**src/sv/owm_pkg.sv**
```systemverilog
// ---------------------------------------------------------------------------
// owm_pkg: shared types and constants for the one-wire bus master
// Item structs, command codes, reset status codes, timing register indexes
// and their reset values.
// ---------------------------------------------------------------------------
`default_nettype none

package owm_pkg;

  localparam int TIMER_WIDTH_DEFAULT = 10;
  localparam int CFG_W    = 10;
  localparam int CFG_IDX_W = 3;

  // command codes
  localparam logic [2:0] OP_TICK       = 3'd0;
  localparam logic [2:0] OP_RESET      = 3'd1;
  localparam logic [2:0] OP_WRITE_BIT  = 3'd2;
  localparam logic [2:0] OP_READ_BIT   = 3'd3;
  localparam logic [2:0] OP_WRITE_BYTE = 3'd4;
  localparam logic [2:0] OP_READ_BYTE  = 3'd5;

  // reset status codes
  localparam logic [1:0] ST_PRESENT = 2'd0;
  localparam logic [1:0] ST_NONE    = 2'd1;
  localparam logic [1:0] ST_SHORTED = 2'd2;

  // timing register indexes
  localparam logic [CFG_IDX_W-1:0] REG_RESET_LOW     = 3'd0;
  localparam logic [CFG_IDX_W-1:0] REG_PRESENCE_SAMP = 3'd1;
  localparam logic [CFG_IDX_W-1:0] REG_RESET_TAIL    = 3'd2;
  localparam logic [CFG_IDX_W-1:0] REG_ONE_LOW       = 3'd3;
  localparam logic [CFG_IDX_W-1:0] REG_ZERO_LOW      = 3'd4;
  localparam logic [CFG_IDX_W-1:0] REG_SLOT          = 3'd5;
  localparam logic [CFG_IDX_W-1:0] REG_READ_LOW      = 3'd6;
  localparam logic [CFG_IDX_W-1:0] REG_READ_SAMPLE   = 3'd7;

  // timing register reset values, in ticks
  localparam logic [CFG_W-1:0] RST_RESET_LOW     = 10'd485;
  localparam logic [CFG_W-1:0] RST_PRESENCE_SAMP = 10'd68;
  localparam logic [CFG_W-1:0] RST_RESET_TAIL    = 10'd417;
  localparam logic [CFG_W-1:0] RST_ONE_LOW       = 10'd8;
  localparam logic [CFG_W-1:0] RST_ZERO_LOW      = 10'd64;
  localparam logic [CFG_W-1:0] RST_SLOT          = 10'd75;
  localparam logic [CFG_W-1:0] RST_READ_LOW      = 10'd5;
  localparam logic [CFG_W-1:0] RST_READ_SAMPLE   = 10'd11;

  typedef struct packed {
    logic [2:0] op;
    logic [7:0] data;
    logic       line_level;
  } owm_in_t;

  typedef struct packed {
    logic       drive_low;
    logic       busy_res;
    logic       done_res;
    logic [7:0] read_value;
    logic [1:0] reset_status;
  } owm_out_t;

  typedef struct packed {
    logic [CFG_W-1:0] reset_low_time;
    logic [CFG_W-1:0] presence_sample_time;
    logic [CFG_W-1:0] reset_tail_time;
    logic [CFG_W-1:0] one_low_time;
    logic [CFG_W-1:0] zero_low_time;
    logic [CFG_W-1:0] slot_time;
    logic [CFG_W-1:0] read_low_time;
    logic [CFG_W-1:0] read_sample_time;
  } owm_cfg_t;

endpackage

`default_nettype wire

```
**src/sv/owm_cfg.sv**
```systemverilog
// ---------------------------------------------------------------------------
// owm_cfg: timing register file
// Eight 10-bit tick counts, loaded with their defaults at reset and written
// one at a time through the configuration channel.
// ---------------------------------------------------------------------------
`default_nettype none

module owm_cfg (
  input  wire logic                            clk,
  input  wire logic                            rst,
  input  wire logic                            wr_en,
  input  wire logic [owm_pkg::CFG_IDX_W-1:0]   wr_index,
  input  wire logic [owm_pkg::CFG_W-1:0]       wr_data,
  output owm_pkg::owm_cfg_t                    cfg
);

  always_ff @(posedge clk) begin
    if (rst) begin
      cfg.reset_low_time       <= owm_pkg::RST_RESET_LOW;
      cfg.presence_sample_time <= owm_pkg::RST_PRESENCE_SAMP;
      cfg.reset_tail_time      <= owm_pkg::RST_RESET_TAIL;
      cfg.one_low_time         <= owm_pkg::RST_ONE_LOW;
      cfg.zero_low_time        <= owm_pkg::RST_ZERO_LOW;
      cfg.slot_time            <= owm_pkg::RST_SLOT;
      cfg.read_low_time        <= owm_pkg::RST_READ_LOW;
      cfg.read_sample_time     <= owm_pkg::RST_READ_SAMPLE;
    end else if (wr_en) begin
      case (wr_index)
        owm_pkg::REG_RESET_LOW:     cfg.reset_low_time       <= wr_data;
        owm_pkg::REG_PRESENCE_SAMP: cfg.presence_sample_time <= wr_data;
        owm_pkg::REG_RESET_TAIL:    cfg.reset_tail_time      <= wr_data;
        owm_pkg::REG_ONE_LOW:       cfg.one_low_time         <= wr_data;
        owm_pkg::REG_ZERO_LOW:      cfg.zero_low_time        <= wr_data;
        owm_pkg::REG_SLOT:          cfg.slot_time            <= wr_data;
        owm_pkg::REG_READ_LOW:      cfg.read_low_time        <= wr_data;
        owm_pkg::REG_READ_SAMPLE:   cfg.read_sample_time     <= wr_data;
        default: ;
      endcase
    end
  end

endmodule

`default_nettype wire

```
**src/sv/owm_core.sv**
```systemverilog
// ---------------------------------------------------------------------------
// owm_core: bus sequencer
// Phase register, tick counter, bit counter and shift byte. Each accepted
// item advances the sequence by one tick and yields that tick's result.
// ---------------------------------------------------------------------------
`default_nettype none

module owm_core #(
  parameter int TimerWidth = owm_pkg::TIMER_WIDTH_DEFAULT
) (
  input  wire logic              clk,
  input  wire logic              rst,
  input  wire logic              advance,
  input  wire owm_pkg::owm_in_t  item,
  input  wire owm_pkg::owm_cfg_t cfg,
  output owm_pkg::owm_out_t      res_next
);

  localparam int LW = ((TimerWidth > owm_pkg::CFG_W) ? TimerWidth : owm_pkg::CFG_W) + 1;
  localparam logic [LW-1:0] TOP = {{(LW-1){1'b0}}, 1'b1} << TimerWidth;
  localparam logic [LW-1:0] ONE = {{(LW-1){1'b0}}, 1'b1};
  localparam logic [LW-1:0] TWO = {{(LW-2){1'b0}}, 2'b10};

  typedef enum logic [2:0] {
    PH_IDLE, PH_RST_LOW, PH_RST_WAIT, PH_RST_TAIL, PH_SLOT
  } phase_t;

  phase_t                phase, phase_next;
  logic [TimerWidth-1:0] tick_count, tick_count_next;
  logic [3:0]            bit_index, bit_index_next;
  logic [7:0]            shift_byte, shift_byte_next;
  logic                  first_sample, first_sample_next;
  logic [1:0]            status_reg, status_reg_next;
  logic [2:0]            command_kind, command_kind_next;
  logic [7:0]            last_read, last_read_next;

  // clamp a time to [mn, 2^TimerWidth]
  function automatic logic [LW-1:0] lim(input logic [owm_pkg::CFG_W-1:0] v,
                                        input logic [LW-1:0] mn);
    logic [LW-1:0] x;
    x = LW'(v);
    if (x < mn) x = mn;
    if (x > TOP) x = TOP;
    return x;
  endfunction

  logic [LW-1:0] tc_ext, tc_inc, slot, slot_m1, spos, low_time;
  logic          is_read, single, phase_done, drive, busy, done;

  always_comb begin
    phase_next        = phase;
    tick_count_next   = tick_count;
    bit_index_next    = bit_index;
    shift_byte_next   = shift_byte;
    first_sample_next = first_sample;
    status_reg_next   = status_reg;
    command_kind_next = command_kind;
    last_read_next    = last_read;
    drive             = 1'b0;
    done              = 1'b0;
    phase_done        = 1'b0;
    spos              = '0;
    low_time          = '0;

    // start a command on the tick it arrives
    if (phase == PH_IDLE && item.op inside {owm_pkg::OP_RESET, owm_pkg::OP_WRITE_BIT,
        owm_pkg::OP_READ_BIT, owm_pkg::OP_WRITE_BYTE, owm_pkg::OP_READ_BYTE}) begin
      command_kind_next = item.op;
      tick_count_next   = '0;
      bit_index_next    = '0;
      if (item.op == owm_pkg::OP_RESET) begin
        phase_next      = PH_RST_LOW;
        shift_byte_next = '0;
      end else begin
        phase_next = PH_SLOT;
        case (item.op)
          owm_pkg::OP_WRITE_BIT:  shift_byte_next = {7'd0, item.data[0]};
          owm_pkg::OP_WRITE_BYTE: shift_byte_next = item.data;
          default:                shift_byte_next = '0;
        endcase
      end
    end

    busy    = (phase_next != PH_IDLE);
    tc_ext  = LW'(tick_count_next);
    tc_inc  = tc_ext + ONE;
    slot    = lim(cfg.slot_time, TWO);
    slot_m1 = slot - ONE;
    is_read = (command_kind_next == owm_pkg::OP_READ_BIT) ||
              (command_kind_next == owm_pkg::OP_READ_BYTE);
    single  = (command_kind_next == owm_pkg::OP_WRITE_BIT) ||
              (command_kind_next == owm_pkg::OP_READ_BIT);

    case (phase_next)
      PH_RST_LOW: begin
        drive      = 1'b1;
        phase_done = (tc_inc >= lim(cfg.reset_low_time, ONE));
        if (phase_done) begin
          phase_next      = PH_RST_WAIT;
          tick_count_next = '0;
        end else begin
          tick_count_next = tc_inc[TimerWidth-1:0];
        end
      end
      PH_RST_WAIT: begin
        phase_done = (tc_inc >= lim(cfg.presence_sample_time, ONE));
        if (phase_done) begin
          first_sample_next = item.line_level;
          phase_next        = PH_RST_TAIL;
          tick_count_next   = '0;
        end else begin
          tick_count_next = tc_inc[TimerWidth-1:0];
        end
      end
      PH_RST_TAIL: begin
        phase_done = (tc_inc >= lim(cfg.reset_tail_time, ONE));
        if (phase_done) begin
          if (first_sample) status_reg_next = owm_pkg::ST_NONE;
          else if (item.line_level) status_reg_next = owm_pkg::ST_PRESENT;
          else status_reg_next = owm_pkg::ST_SHORTED;
          done            = 1'b1;
          phase_next      = PH_IDLE;
          tick_count_next = '0;
        end else begin
          tick_count_next = tc_inc[TimerWidth-1:0];
        end
      end
      PH_SLOT: begin
        if (is_read) begin
          spos = LW'(cfg.read_sample_time);
          if (spos > slot_m1) spos = slot_m1;
          drive = (tc_ext < LW'(cfg.read_low_time)) || (tc_ext == '0);
          if (tc_ext == spos) shift_byte_next = {item.line_level, shift_byte_next[7:1]};
        end else begin
          low_time = shift_byte_next[0] ? LW'(cfg.one_low_time) : LW'(cfg.zero_low_time);
          drive    = (tc_ext < low_time) || (tc_ext == '0);
        end
        phase_done = (tc_inc >= slot);
        if (phase_done) begin
          tick_count_next = '0;
          if (!is_read) shift_byte_next = {1'b0, shift_byte_next[7:1]};
          bit_index_next = bit_index_next + 4'd1;
          if (bit_index_next >= (single ? 4'd1 : 4'd8)) begin
            if (is_read) last_read_next = single ? {7'd0, shift_byte_next[7]} : shift_byte_next;
            done       = 1'b1;
            phase_next = PH_IDLE;
          end
        end else begin
          tick_count_next = tc_inc[TimerWidth-1:0];
        end
      end
      default: ;
    endcase

    res_next.drive_low    = drive;
    res_next.busy_res     = busy;
    res_next.done_res     = done;
    res_next.read_value   = last_read_next;
    res_next.reset_status = status_reg_next;
  end

  always_ff @(posedge clk) begin
    if (rst) begin
      phase        <= PH_IDLE;
      tick_count   <= '0;
      bit_index    <= '0;
      shift_byte   <= '0;
      first_sample <= 1'b0;
      status_reg   <= '0;
      command_kind <= '0;
      last_read    <= '0;
    end else if (advance) begin
      phase        <= phase_next;
      tick_count   <= tick_count_next;
      bit_index    <= bit_index_next;
      shift_byte   <= shift_byte_next;
      first_sample <= first_sample_next;
      status_reg   <= status_reg_next;
      command_kind <= command_kind_next;
      last_read    <= last_read_next;
    end
  end

endmodule

`default_nettype wire

```
**src/sv/one_wire_bus_master_top.sv**
```systemverilog
// ---------------------------------------------------------------------------
// one_wire_bus_master_top: one-wire bus master, one item per bus tick
// Sequences reset/presence, bit and byte slots from 1 us tick items.
// ---------------------------------------------------------------------------
// Usage:
//   in_valid/in_ready carry one item per 1 us tick: command, write byte and
//   the sampled line level. Commands are taken only while idle; otherwise
//   the command field is ignored and the item just advances the sequence.
//   out_valid/out_ready return one result per item: line drive, busy, done,
//   last read value and last reset status.
//   The result of an item is in the output register on the cycle after it
//   is accepted. Throughput is one item per cycle while the receiver takes
//   results, set by the single sequencer state update per item.
//   A new item is taken while the output register is empty or being
//   drained; when the receiver stalls, the result holds and input stalls.
//   cfg_valid/cfg_index/cfg_data write the eight timing registers; the port
//   is always ready. Only write while the master is idle (not enforced).
//   Reset returns the sequencer to idle, clears status and read value, and
//   loads the default timing registers.
// ---------------------------------------------------------------------------
`default_nettype none

module one_wire_bus_master_top #(
  parameter int TimerWidth = owm_pkg::TIMER_WIDTH_DEFAULT
) (
  input  wire logic                           clk,
  input  wire logic                           rst,
  input  wire logic                           in_valid,
  output wire logic                           in_ready,
  input  wire owm_pkg::owm_in_t               in_data,
  output logic                                out_valid,
  input  wire logic                           out_ready,
  output owm_pkg::owm_out_t                   out_data,
  input  wire logic                           cfg_valid,
  output wire logic                           cfg_ready,
  input  wire logic [owm_pkg::CFG_IDX_W-1:0]  cfg_index,
  input  wire logic [owm_pkg::CFG_W-1:0]      cfg_data
);

  owm_pkg::owm_cfg_t cfg;
  owm_pkg::owm_out_t res_next;
  logic              accept;

  assign cfg_ready = 1'b1;
  assign in_ready  = !out_valid || out_ready;
  assign accept    = in_valid && in_ready;

  owm_cfg u_cfg (
    .clk      (clk),
    .rst      (rst),
    .wr_en    (cfg_valid && cfg_ready),
    .wr_index (cfg_index),
    .wr_data  (cfg_data),
    .cfg      (cfg)
  );

  owm_core #(
    .TimerWidth (TimerWidth)
  ) u_core (
    .clk      (clk),
    .rst      (rst),
    .advance  (accept),
    .item     (in_data),
    .cfg      (cfg),
    .res_next (res_next)
  );

  // output register: load on accept, drop once taken
  always_ff @(posedge clk) begin
    if (rst) begin
      out_valid <= 1'b0;
    end else if (accept) begin
      out_valid <= 1'b1;
    end else if (out_ready) begin
      out_valid <= 1'b0;
    end
  end

  always_ff @(posedge clk) begin
    if (accept) begin
      out_data <= res_next;
    end
  end

`ifndef SYNTHESIS
  a_drive_needs_busy: assert property (@(posedge clk) disable iff (rst)
    out_valid && out_data.drive_low |-> out_data.busy_res)
    else $error("line driven low outside a command");

  a_done_needs_busy: assert property (@(posedge clk) disable iff (rst)
    out_valid && out_data.done_res |-> out_data.busy_res)
    else $error("done reported outside a command");

  a_status_code: assert property (@(posedge clk) disable iff (rst)
    out_valid |-> out_data.reset_status != 2'd3)
    else $error("undefined reset status code");

  a_load_when_free: assert property (@(posedge clk) disable iff (rst)
    accept |=> out_valid)
    else $error("accepted item left no result");
`endif

endmodule

`default_nettype wire

```
**config.mk**
```make
export PLATFORM = sky130hd
export DESIGN_NAME = one_wire_bus_master_top
export DESIGN_NICKNAME = d
export VERILOG_FILES = /design/src/sv/owm_pkg.sv /design/src/sv/owm_cfg.sv /design/src/sv/owm_core.sv /design/src/sv/one_wire_bus_master_top.sv
export SDC_FILE = /design/constraint.sdc
export NUM_CORES = 1
export LEC_CHECK = 0
export ABC_AREA = 1
export ABC_CLOCK_PERIOD_IN_PS = 4100
export BUFFER_PORTS_ARGS = -buffer_cell sky130_fd_sc_hd__buf_2
export CAP_MARGIN = 20
export CORE_MARGIN = 2
export CORE_UTILIZATION = 40
export DETAILED_ROUTE_END_ITERATION = 10
export PLACE_DENSITY = 0.61
export SETUP_SLACK_MARGIN = 0.2
export SYNTH_ARGS = -nofsm -noshare
export SYNTH_HDL_FRONTEND = slang
export SYNTH_HIERARCHICAL = 1
export SYNTH_SLANG_ARGS = --single-unit
export TNS_END_PERCENT = 30
```
**constraint.sdc**
```tcl
create_clock -name clk -period 4.1 [get_ports clk]
set_input_delay 0.205 -clock clk [delete_from_list [all_inputs] [get_ports clk]]
set_output_delay 0.205 -clock clk [all_outputs]
set_load 0.05 [all_outputs]
```
### Yosys cells after proc, flatten, opt, wreduce, memory -nomap -nowiden

Index checks and enable logic that the tools add are counted.

| cells by class | value |
|---|---|
| $lt $le $gt $ge | 16 |
| muxes and demuxes | 62 |
| equal/unequal tests | 20 |
| $add $sub $neg | 3 |
| reductions and logical operators | 23 |

Operator list:

| operator | number |
|---|---|
| $mux W11 | 13 |
| $mux W10 | 10 |
| $mux W8 | 12 |
| $ge A11 B11 Y1 | 4 |
| $pmux W10 S4 | 1 |
| $gt A11 B11 Y1 const B | 3 |
| $lt A10 B1 Y1 const B | 3 |
| $eq A3 B2 Y1 const B | 8 |
| $eq A3 B3 Y1 const B | 8 |
| $mux W3 | 8 |
| $mux W4 | 4 |
| $pmux W8 S2 | 1 |
| $reduce_and A2 Y1 | 8 |
| $pmux W3 S4 | 1 |
| $add A10 B1 Y11 const B | 1 |
| $eq A10 B11 Y1 | 1 |
| $gt A10 B11 Y1 | 1 |
| $gt A10 B11 Y1 const B | 1 |
| $lt A10 B11 Y1 | 1 |
| $sub A11 B1 Y11 const B | 1 |
| $logic_not A10 Y1 | 1 |
| $lt A10 B10 Y1 | 1 |
| $lt A10 B2 Y1 const B | 1 |
| $eq A3 B1 Y1 const B | 3 |
| other kinds (13) | 28 |

| word-level totals | value |
|---|---|
| register bits after elaboration | 133 |
| input port bits | 30 |
| logic and storage cells | 146 |

### Depth between registers and ports, before layout

| logic depth | value |
|---|---|
| word-level depth | 18 |
| depth in mapped cells | 34 |

### Modules after synthesis

Netlist, hierarchy kept.

By module, submodules not included:

| module | cells each | area each (µm²) | instances | sequential area each (µm²) |
|---|---|---|---|---|
| owm_core | 869 | 5,456.5 | 1 | 780.7 |
| owm_cfg | 435 | 3,078.0 | 1 | 1,601.5 |
| one_wire_bus_master_top | 21 | 449.2 | 1 | 410.4 |

### Least setup slack after synthesis

OpenSTA, ideal clock, no wires.

| timing path | value |
|---|---|
| path kind | reg-to-reg |
| from | register, netlist name u_cfg/cfg[22] |
| to | register out_data[2] (netlist name) (data pin) |
| cell stages (with the launch flop) | 34 |
| setup time | 250 ps |
| data required time | 3,850 ps |
| clock period less this slack | 3,796 ps |
| setup slack | 304 ps |
| arrival time | 3,546 ps |
| cells stage by stage | dfxtp_1 -> nor2_1 -> nand2_1 -> inv_1 -> nand2_1 -> o21ai_0 -> ha_1 -> nand2_1 -> xor2_1 -> inv_1 -> ha_1 -> nand2_1 -> nor2_2 -> nand2_1 -> nand2_1 -> nand2_1 -> nand2_1 -> nand2_1 -> nand2_2 -> buf_2 -> nand3_1 -> nand3_1 -> nand2_1 -> nor2_1 -> nand2_1 -> nor2_2 -> nand2_2 -> buf_6 -> nand2_1 -> nand2_2 -> a21oi_2 -> nand2_1 -> nand2_2 -> inv_1 |

RTL lines:

| what | line | source |
|---|---|---|
| end signal: assignment | one_wire_bus_master_top.sv:81 | `out_data <= res_next;` |
| end: declaration | one_wire_bus_master_top.sv:33 | `output owm_pkg::owm_out_t out_data,` |

==> out/metrics.cfg <==
[synth]
synth-xor-area-share_pct = 1.17
ys_seq_elements = 133
synth_nets = 1428
netlist_top_cells_area = dfxtp_1 27%, nand2_1 13%, ha_1 10%
yosysTopAreaCellShare_pct = 26.7
muxShareOfSynthArea_pct = 1.00
synth_top_flop_cell = dfxtp_1
synthSimpleGateAreaFrac_pct = 34.4
synth_cell_types = 52
synth_edf_count = 13
syn_inst = 1325
synth_top_family_by_area = simple AND/OR/NAND/NOR gates
synthesis.area_um2 = 8980
yosys.area_share.adder_pct = 10.2
async_flop_share_pct = 0
avgSynthCellArea_um2 = 6.78
synth_top_area_cell = dfxtp_1
yosysWarnings = 6
synth_compound_area_share_pct = 11.8
synth-seq-area-share_pct = 31.1

[finish]
final_nets = 1502
reg_top3 = u_cfg/cfg (80), out_data (13), u_core/tick_count (10)
area_growth_pct = 19.5
ff_latch_area_um2 = 2810
largest_reg_flops = 80
drive_gt1_share_pct = 19.0
largest-register = u_cfg/cfg
layout.cells.non_filler = 1692
antennaDiodeCount = 0
multi_input_area_um2 = 5620
n_fill_cell = 2187
stdcell_area_um2 = 10700
utilization_pct = 48.9

[timing]
finalCriticalPeriod_ns = 3.77
min_period_over_period_pct = 92.0
fin_hold_ws_ns = 0.0197
fmaxAchievable_ghz = 0.265
slew_headroom_pct = 40.6
tightest_slew_ns = 0.881
slew_violations = 0
rsz0062_at_grt = yes
skew_ns = 0.0178
finalSetupViolations = 0
hold_violations = 0
finalSetupTns_ns = 0
timing.final.ws_setup_ns = 0.327

[setup_path]
endpoint_kind = flop
slowest_delay_ns = 0.36
timing.setup.critical_path_class = flop to flop
path_common_cell = nand2_1
cp-start-kind = flop
r2r_slack_ns = 0.33
r2r_end = u_core/last_read[5]$_SDFFE_PP0P_
ff2ff_path_depth = 33
r2r_start = u_cfg/cfg[25]$_SDFFE_PP0P_
cp_slowest_cell = dfxtp_4
path_max_fanout = 9
required_ns = 4.41
critPathTopFamily = simple AND/OR/NAND/NOR gates
crit_arrival_ns = 4.09
critical_path_buf_inv_count = 5

[pwr]
p_leak_nw = 5.07
peakVddDrop_mv = 0.295
powerDensity_nw_per_um2 = 397
p_total_mw = 4.26

[global_route]
grt_pass1_wl_um = 42300
antenna_found_initial = 0
overflow = 0
grt_usage_pct = 22.5
grt_pass1_vias = 7964
grt_max_degree = 59

[die]
start_util_pct = 40.9
die_area_um2 = 23700
die-height_um = 154
core_um2 = 22000
fp-row-count = 54
dieWidth_um = 154
io_pins = 46

[routing]
drc = 0
vias = 8768
ant_nets = 0
via_per_inst = 5.18
drt_wl_total_um = 26900
wl_per_cell_um = 15.9
drtPass1Iterations = 5
drt_iter0_markers = 608

[outcome]
status = finished, final reports clean

[clock_tree]
cts_buffers = 17
clock_latency_ns = 0.43
cts_buffer_depth = 2
cts_sinks = 133
tritoncts = built
htreeDepth = 4
cts.clk_slew.worst_paths_ns = 0.06
clockRootBuffer = clkbuf_16

[placement]
placed_cells = 1639
place_area_um2 = 9600
pre_cts_slack_ns = 0.0190
gp_congestion = 0.869
portBuffers = 44
dp_hpwl_um = 19300

[hold_path]
min_to = u_cfg/cfg[58]$_SDFFE_PP1P_
worstHoldStart = cfg_data[8]
worstHoldPathType = input port to flop
hold_depth = 3

[flow_run]
cap_viol_max_count = 0

==> tightest hold or removal path, stage by stage <==
cell     delay (ns)
buf_2          0.11
nand2_1        0.05
nand3_1        0.05
==> timing repair <==
action | 4_1_cts | 5_1_grt
gates resized for setup | 9 | 84
gates cloned | 0 | 5
endpoints found under the setup margin | 28 | 40
endpoints found under the hold margin | 1 | 0
pin swaps | 1 | 32
setup buffers | 0 | 15
hold buffers | 1 | 0
==> how the worst max path moves through the flow <==
stage,start,endpoint,slack (ns),depth (start not counted)
after floorplan,u_cfg/cfg[22]$_SDFFE_PP0P_,out_data[2]$_DFFE_PP_,0.30,33
after global placement,u_cfg/cfg[25]$_SDFFE_PP0P_,out_data[7]$_DFFE_PP_,0.13,30
after detailed placement,u_cfg/cfg[24]$_SDFFE_PP0P_,u_core/last_read[3]$_SDFFE_PP0P_,0.02,34
after CTS,u_core/phase[0]$_SDFFE_PP0P_,u_core/tick_count[7]$_SDFFE_PP0P_,0.17,25
after global routing,u_cfg/cfg[29]$_SDFFE_PP0P_,u_core/last_read[2]$_SDFFE_PP0P_,0.08,33
final,u_cfg/cfg[25]$_SDFFE_PP0P_,u_core/last_read[5]$_SDFFE_PP0P_,0.33,33
==> cell families after synthesis <==
group                      count (synthesis)
and+or+nand+nor                          700
buffers and inverters                    222
AOI/OAI and AO/OA                        175
DFF                                      133
adders and majority gates                 73
xor gates and xnor gates                  12
muxes                                      9
other                                      1
==> power breakdown <==
part           internal, mW  switching, mW
clock network         0.853          0.620
registers              1.40         0.0574
logic                 0.435          0.892
==> layer usage <==
layer | global-route usage (%) | part of all wire, % | vias up
met5 | 0 | 0 | -
met4 | 6.99 | 1.7 | 0
met3 | 3.13 | 5.0 | 31
met2 | 37.0 | 48 | 236
met1 | 30.8 | 45 | 4054
li1 | - | - | 4447
==> synthesized netlist by cell type (6+ instances only) <==
cell type / instances
a21oi_1: 52
a31oi_1: 10
buf_1: 6
buf_2: 9
buf_4: 7
clkbuf_1: 15
dfxtp_1: 120
edfxtp_1: 13
ha_1: 73
inv_1: 171
mux2i_1: 9
nand2_1: 301
nand2_2: 20
nand3_1: 132
nand4_1: 10
nor2_1: 187
nor2_2: 11
nor2_4: 7
nor3_1: 7
nor4_1: 8
o211ai_1: 12
o21ai_0: 60
o21ai_1: 8
o21ai_2: 8
xor2_1: 9
==> cells in the final DEF, fill, tap and decap left out, drive strengths merged, types with 13 or more instances in the layout <==
cell type,count
o211ai,13
nand2,326
a21oi,59
edfxtp,13
nand3,137
clkbuf,22
dfxtp,120
inv,180
buf,93
o21ai,79
nor2,205
ha,73
==> area by class of cell <==
| type | instances | share of cell area [%] |
|---|---|---|
| Clock buffer | 20 | 4.46 |
| Clock inverter | 12 | 0.851 |
| Sequential cell | 133 | 26.1 |
| Timing Repair Buffer | 96 | 6.60 |
| Inverter | 179 | 6.33 |
| Tap cell | 280 | 3.26 |
| Multi-Input combinational cell | 972 | 52.3 |
(Power assumes the default switching activity.)
